--- src/sv/apsp_ram.sv ---
module apsp_ram #(
  parameter int WIDTH = 8,
  parameter int DEPTH = 16
) (
  input  logic                     clk,
  input  logic                     we,
  input  logic [$clog2(DEPTH)-1:0] waddr,
  input  logic [WIDTH-1:0]         wdata,
  input  logic [$clog2(DEPTH)-1:0] raddr,
  output logic [WIDTH-1:0]         rdata
);

  logic [WIDTH-1:0] mem [DEPTH];

  always_ff @(posedge clk) begin
    if (we) begin
      mem[waddr] <= wdata;
    end
    rdata <= mem[raddr];
  end

endmodule

--- config.mk ---
export PLATFORM = sky130hd
export DESIGN_NAME = apsp_ram
export DESIGN_NICKNAME = d
export VERILOG_FILES = /design/src/sv/apsp_ram.sv
export SDC_FILE = /design/constraint.sdc
export NUM_CORES = 1
export LEC_CHECK = 0
export BUFFER_PORTS_ARGS = -buffer_cell sky130_fd_sc_hd__buf_2
export CAP_MARGIN = 25
export CELL_PAD_IN_SITES_DETAIL_PLACEMENT = 1
export CELL_PAD_IN_SITES_GLOBAL_PLACEMENT = 1
export CORE_ASPECT_RATIO = 1.5
export CORE_MARGIN = 10
export CORE_UTILIZATION = 56
export CTS_BUF_LIST = sky130_fd_sc_hd__clkbuf_4
export DETAILED_ROUTE_END_ITERATION = 10
export PLACE_DENSITY_LB_ADDON = 0.15
export SKIP_LAST_GASP = 1
export SYNTH_ARGS = -nofsm -noshare
export SYNTH_HDL_FRONTEND = slang
export SYNTH_SLANG_ARGS = --single-unit
--- constraint.sdc ---
create_clock -name clk -period 2.12 [get_ports clk]
set_clock_uncertainty 0.2 [all_clocks]
set_input_delay 0 -clock clk [delete_from_list [all_inputs] [get_ports clk]]
set_output_delay 0 -clock clk [all_outputs]
set_load 0.01 [all_outputs]
# Yosys cells after proc, flatten, opt, wreduce, memory -nomap -nowiden
# Memories as Yosys holds them, arrays and structs flattened. A register that Yosys moved wholly into a read port is not among the register bits.
# Cells that the tools add are included.
dict set report op_classes {
  muxes 2
}
# operator count
set op_table {}
lappend op_table {{$mux W1} 2}
dict set report totals {
  regBits 0
  ram_bits 128
  input_bits 18
  output_inout_bits 8
  elab_cells 3
  n_memories 1
}
# memory words width read_ports rd_clocked_by_memory_dff wr line
set mem_list {}
lappend mem_list {mem 16 8 1 1 1 13} ;# logic [WIDTH-1:0] mem [DEPTH];

# Longest topological paths before layout
# Gate-level depths: netlist of run 1.
dict set report depth {
  depth_word 2
  depth_mapped 5
  depth_no_buf 3
}

# Worst setup path after synthesis of run 1
# Ideal clock, no wire load.
dict set report synth_timing {
  kind {input to register}
  start {in waddr[2]}
  end {mem mem[0][0], enable pin}
  setup_time_ns 0.383
  arrival_time_ns 1.110
  required_time_ns 1.537
  path_slack_ns 0.427
  stages 2
  path_buffers 0
  path_cell_list {or3b_2 > nor3_1}
}
# item line
set synth_lines {}
lappend synth_lines {{start, declared} 7} ;# input logic [$clog2(DEPTH)-1:0] waddr,
lappend synth_lines {{end, declared} 13}
# Straight into the memory's write port.

==> results of run 1 <==
==> stage by stage <==
step	total power [mW]	cell area [um2]	hold WS, ns
CTS	5.20	6040	0.0318
finish	5.15	6030	0.0662
global placement	3.36	5510	0.178
floorplan	3.24	5150	-0.101
detailed placement	3.37	5510	0.194
global route	5.34	6030	0.0666
==> synthesized netlist by cell type, drive strengths merged <==
cell type	number	share of area
edfxtp	128	0.75
nand2b	2	0.0024
a22oi	16	0.023
clkdlybuf4s25	3	0.0058
dfxtp	8	0.031
mux4	32	0.15
nor3	4	0.0039
nor2	13	0.0095
nand3b	2	0.0029
nand3	1	0.00097
nand2	9	0.0066
buf	7	0.011
or3b	1	0.0017
and2	1	0.0012
and2b	1	0.0015
nor2b	1	0.0012
==> per-layer routing <==
metal,routed length (um),vias to the layer above,GRT usage
met4,151,0,0.0639
met1,4430,1317,0.201
li1,-,1122,-
met3,476,14,0.0507
met2,5890,80,0.297
met5,0,-,0
==> worst reg2reg max path: stages (launching register included) <==
cell	delay [ns]
edfxtp_1	0.40
mux4_1	0.54
a22oi_1	0.19
dlygate4sd3_1	0.56
nand2_1	0.05
==> final timing paths <==
path	start	end	slack, ns	cells after the start
worst min-delay path	raddr[0]	rdata[3]	0.07	5
worst max-delay path	mem[1][2]	rdata[2]	0.08	4
worst max register to register	mem[1][2]	rdata[2]	0.08	4
worst min register to register	mem[14][3]	rdata[3]	0.49	3
==> cells by family after synthesis <==
logic type / count (synthesis)
buffers and inverters: 10
AND/OR/NAND/NOR: 35
multiplexers: 32
AO/OA/AOI/OAI: 16
flip-flops: 136
==> state kept, by name (all words and copies together), names as in the netlist <==
| name | flops |
|---|---|
| mem | 128 |
| rdata | 8 |
==> what timing repair did <==
item / in CTS / in global routing
setup endpoints to repair: 0 / 8
resized for setup: 0 / 1
hold buffers: 22 / 0
endpoints found under the hold margin: 259 / 0
==> power by group <==
| group | internal (mW) | switching, mW |
|---|---|---|
| Combinational | 0.146 | 0.173 |
| Clock | 0.938 | 0.874 |
| Sequential | 3.00 | 0.0182 |
==> cell type report <==
| class | instances | area [um2] |
|---|---|---|
| flip-flops and latches | 136 | 4000 |
| fillers | 732 | 2860 |
| repair buffers | 66 | 512 |
| clock inverters | 14 | 180 |
| clock buffers | 18 | 135 |
| multi-input cells | 83 | 1060 |
| well taps | 110 | 138 |
==> impl_metrics.csv, run 1 <==
group,metric,value,unit
setup_path,endpoint_kind,"register",
sta,period_share,0.962,
power_and_ir_drop,power.density,855,mW/mm2
sta,timing.slew.headroom,0.530,
setup_path,cpPeakStageDelay,0.56,ns
sta,fin_tns_setup,0,ns
sta,fin_ws,0.0798,ns
placement,place_inst,375,
logic_synthesis,synth_compound_area_frac,0.0233,
outcome,status,"finished clean",
setup_path,cp.buffers_inverters,1,
floorplanning,rows,42,
floorplanning,die_x,98.3,um
logic_synthesis,syn_nets,247,
sta,fmax,490,MHz
routing,drt_iter0_markers,140,
sta,finalSetupViolations,0,
logic_synthesis,ys_types,19,
logic_synthesis,yosys.area_share.adder,0,
clock_tree,post_cts_buffers,0,
cells_and_area,drive_above_1_share,0.300,
placement,routabilityCongestion,0.756,
routing,vias,2533,
placement,pre_cts_slack,0.410,ns
floorplanning,ios,26,
setup_path,worstPathRequired,2.33,ns
routing,wirelength,10.9,mm
routing,drc,0,
clock_tree,cts_num_sinks,136,
cells_and_area,layout_commonest_cell,"edfxtp_1",
floorplanning,start_util,0.580,
logic_synthesis,muxShareOfSynthArea,0.150,
logic_synthesis,synth_seq_area_share,0.778,
setup_path,cp_slowest_cell,"dlygate4sd3_1",
logic_synthesis,yosys.area_share.simple,0.0318,
sta,slew_viol_final,0,
setup_path,crit_arrival,2.25,ns
routing,postRouteAntennaNets,0,
placement,post-dp-hpwl,7.17,mm
flow_run,drv_cap,0,
global_route,grt_overflow_total,0,
logic_synthesis,syn_area,0.00515,mm2
setup_path,worst-path-max-fanout,1,
logic_synthesis,synthCells,229,
logic_synthesis,synth_top_family_by_area,"multiplexers",
logic_synthesis,yosys_register_bits,136,
logic_synthesis,yosys_warnings,0,
routing,wire_per_inst,25.6,um
clock_tree,cts_buffers,17,
global_route,grt_use_total,0.173,
global_route,grt_pass1_vias,2794,
setup_path,cp_top_family,"buffers and inverters",
clock_tree,clock_latency,0.52,ns
clock_tree,clockRootBuffer,"clkbuf_4",
routing,viasPerCell,5.93,
global_route,grt_max_degree,33,
floorplanning,die_y,137,um
clock_tree,cts_tree,"done",
setup_path,crit_path_cell_trace,"mux4_1 -> a22oi_1 -> dlygate4sd3_1 -> nand2_1",
cells_and_area,fin_nets,322,
power_and_ir_drop,ir_drop,0.000564,V
global_route,antenna_found_initial,0,
clock_tree,cts.path.max_buffers,2,
global_route,grt_pass1_wl,16.9,mm
power_and_ir_drop,leakage,2.07,nW
setup_path,crit_type,"reg -> reg",
setup_path,start_kind,"register",
placement,io_buffers,25,
routing,firstDrtPassIters,5,
logic_synthesis,syn_avg_cell_area,22.5,um2
floorplanning,core_area,0.00888,mm2
cells_and_area,final_cell_count_no_fill,427,
cells_and_area,final_cell_mix,"128 x edfxtp_1, 25 x buf_2, 20 x dlygate4sd3_1",
sta,rsz0062_at_grt,"no",
floorplanning,die_area,0.0135,mm2
sta,period_minus_slack,2.04,ns
sta,worst_pin_slew,0.703,ns
cells_and_area,area_growth,17.1,%
cells_and_area,num_antenna_cells,0,
hold_path,min_path_type,"in -> reg",
sta,finalHoldViolCount,0,
logic_synthesis,synth_xor_area_frac,0,
clock_tree,path_clk_slew,0.12,ns
cells_and_area,utilization,0.679,
clock_tree,htreeDepth,4,
Power figures use the tool's default switching activity.
==> run 2: changes to the inputs <==
- SETUP_SLACK_MARGIN: default -> 0.5
- SKIP_CTS_REPAIR_TIMING: default -> 1
==> run 2 against run 1 <==
  * Worst setup slack improved by 0.48 ns
  * Clock-buffer cell count rose by 4
  * Wire length fell by 8.3%
  * Die area did not move
  * Critical endpoint is now rdata[3]
  * Final cell count fell by 0.94%
  * Utilization fell by 1.4 points
==> impl_metrics.csv, run 2 (synthesis gave the netlist of run 1 again) <==
group,metric,value,unit
hold_path,hold_path_end,"rdata[4]",
sta,finalSetupViolations,0,
setup_path,start_kind,"register",
clock_tree,htreeDepth,4,
floorplanning,die_y,137,um
cells_and_area,top_register,"mem",
floorplanning,rows,42,
setup_path,rrSetupSlack,0.55,ns
setup_path,crit_arrival,1.78,ns
cells_and_area,final_cell_mix,"128 x edfxtp_1, 25 x buf_2, 22 x clkbuf_4, 20 x buf_4, 18 x mux4_2",
power_and_ir_drop,p_sw_frac,0.212,
global_route,antenna_found_initial,0,
cells_and_area,drive_above_1_share,0.300,
setup_path,crit_path_cell_trace,"mux4_1 -> a22oi_2 -> nand2_1",
floorplanning,core_area,0.00888,mm2
power_and_ir_drop,leakage,2.01,nW
routing,viasPerCell,5.92,
cells_and_area,num_antenna_cells,0,
sta,finalHoldViolCount,0,
cells_and_area,fillers,726,
setup_path,cp-startpoint,"mem[0][3]",
hold_path,min_path_type,"in -> reg",
flow_run,drv_cap,0,
clock_tree,cts_buffers,17,
power_and_ir_drop,p_seq_frac,0.654,
global_route,grt_overflow_total,0,
power_and_ir_drop,clockPowerShare,0.279,
setup_path,cp_slowest_cell,"mux4_1",
power_and_ir_drop,power.switching,979,uW
routing,postRouteAntennaNets,0,
setup_path,r2r-start,"mem[0][3]",
outcome,status,"finished clean",
cells_and_area,layout_commonest_cell,"edfxtp_1",
clock_tree,path_clk_slew,0.10,ns
sta,timing.slew.headroom,0.488,
routing,vias,2506,
clock_tree,cts_num_sinks,136,
cells_and_area,fin_nets,320,
routing,wire_per_inst,23.7,um
setup_path,rr_endpoint,"rdata[3]",
setup_path,worstPathRequired,2.34,ns
floorplanning,start_util,0.580,
sta,slew_viol_final,0,
clock_tree,clock_latency,0.53,ns
setup_path,endpoint_kind,"register",
sta,period_minus_slack,1.57,ns
sta,hold_ws,0.0226,ns
setup_path,worst-path-max-fanout,1,
clock_tree,cts_tree,"done",
sta,rsz0062_at_grt,"no",
placement,post-dp-hpwl,6.74,mm
global_route,grt_pass1_wl,15.7,mm
power_and_ir_drop,power.density,782,mW/mm2
floorplanning,die_area,0.0135,mm2
cells_and_area,top_regs,"mem x128, rdata x8",
setup_path,cpPeakStageDelay,0.53,ns
power_and_ir_drop,internal_power,3.64,mW
global_route,grt_use_total,0.160,
clock_tree,cts.path.max_buffers,2,
routing,drc,0,
global_route,grt_pass1_vias,2717,
setup_path,reg2reg_depth,3,
routing,drt_iter0_markers,148,
routing,wirelength,10.0,mm
cells_and_area,largest_register_ffs,128,
power_and_ir_drop,power,4.61,mW
sta,fmax,639,MHz
hold_path,whs_path_depth,4,
setup_path,crit_type,"reg -> reg",
cells_and_area,area_growth,14.6,%
sta,period_share,0.738,
clock_tree,clockRootBuffer,"clkbuf_4",
power_and_ir_drop,ir_drop,0.000465,V
placement,routabilityCongestion,0.748,
placement,io_buffers,25,
power_and_ir_drop,combPwrFrac,0.067,
hold_path,hold_start,"raddr[3]",
floorplanning,die_x,98.3,um
floorplanning,ios,26,
routing,firstDrtPassIters,6,
global_route,grt_max_degree,33,
sta,worst_pin_slew,0.766,ns
sta,fin_tns_setup,0,ns
run 2: cell types whose count changed in the layout (fill, tap and decap cells not counted), sizes merged:
cell	change
clkinvlp	-1
inv	-1
buf	+1
clkbuf	+4
dlygate4sd3	-3
bufinv	-4
run 2: worst max-delay path, delay by kind of cell (launching register included):
family | cells | cell delay [ns]
muxes | 1 | 0.53
DFF | 1 | 0.38
AOI/OAI and AO/OA | 1 | 0.27
and+or+nand+nor | 1 | 0.08
run 2: final cells by class:
class	count	area, um2	area share
Sequential cell	136	4000	0.679
Multi-Input combinational cell	83	1070	0.182
Timing Repair Buffer	64	485	0.0823
Clock buffer	22	165	0.0280
Tap cell	110	138	0.0233
Clock inverter	8	36.3	0.00615
run 2: worst max path at each step:
stage	depth (start not counted)	endpoint
after global placement	5	rdata[1]
after detailed placement	5	rdata[4]
after floorplan	2	mem[3][0]
after CTS	3	rdata[4]
final	3	rdata[3]
after global routing	3	rdata[3]
run 2: routing by layer:
layer  track usage  share of wire  vias up
met5             0              0        -
met1         0.183           0.39     1304
met4        0.0671          0.016        0
met3        0.0481          0.039       18
met2         0.274           0.55       67
li1              -              -     1117
run 2: power by group through the flow:
stage / combinational, mW / sequential (mW) / clock (mW)
finish: 0.311 / 3.02 / 1.29
CTS: 0.290 / 3.02 / 1.33
detailed placement: 0.290 / 3.08 / 0
global placement: 0.279 / 3.08 / 0
floorplan: 0.153 / 3.08 / 0
global route: 0.342 / 3.02 / 1.46
run 2: stage by stage:
stage | worst slack, ns | instances | utilization | cell area, um2
2_1_floorplan | 0.654 | 229 | - | 5150
6_report | 0.555 | 423 | 0.664 | 5900
4_1_cts | 0.549 | 406 | 0.644 | 5720
5_1_grt | 0.491 | 423 | 0.664 | 5900
3_3_place_gp | 0.459 | 376 | 0.621 | 5520
3_5_place_dp | 0.437 | 376 | 0.621 | 5520
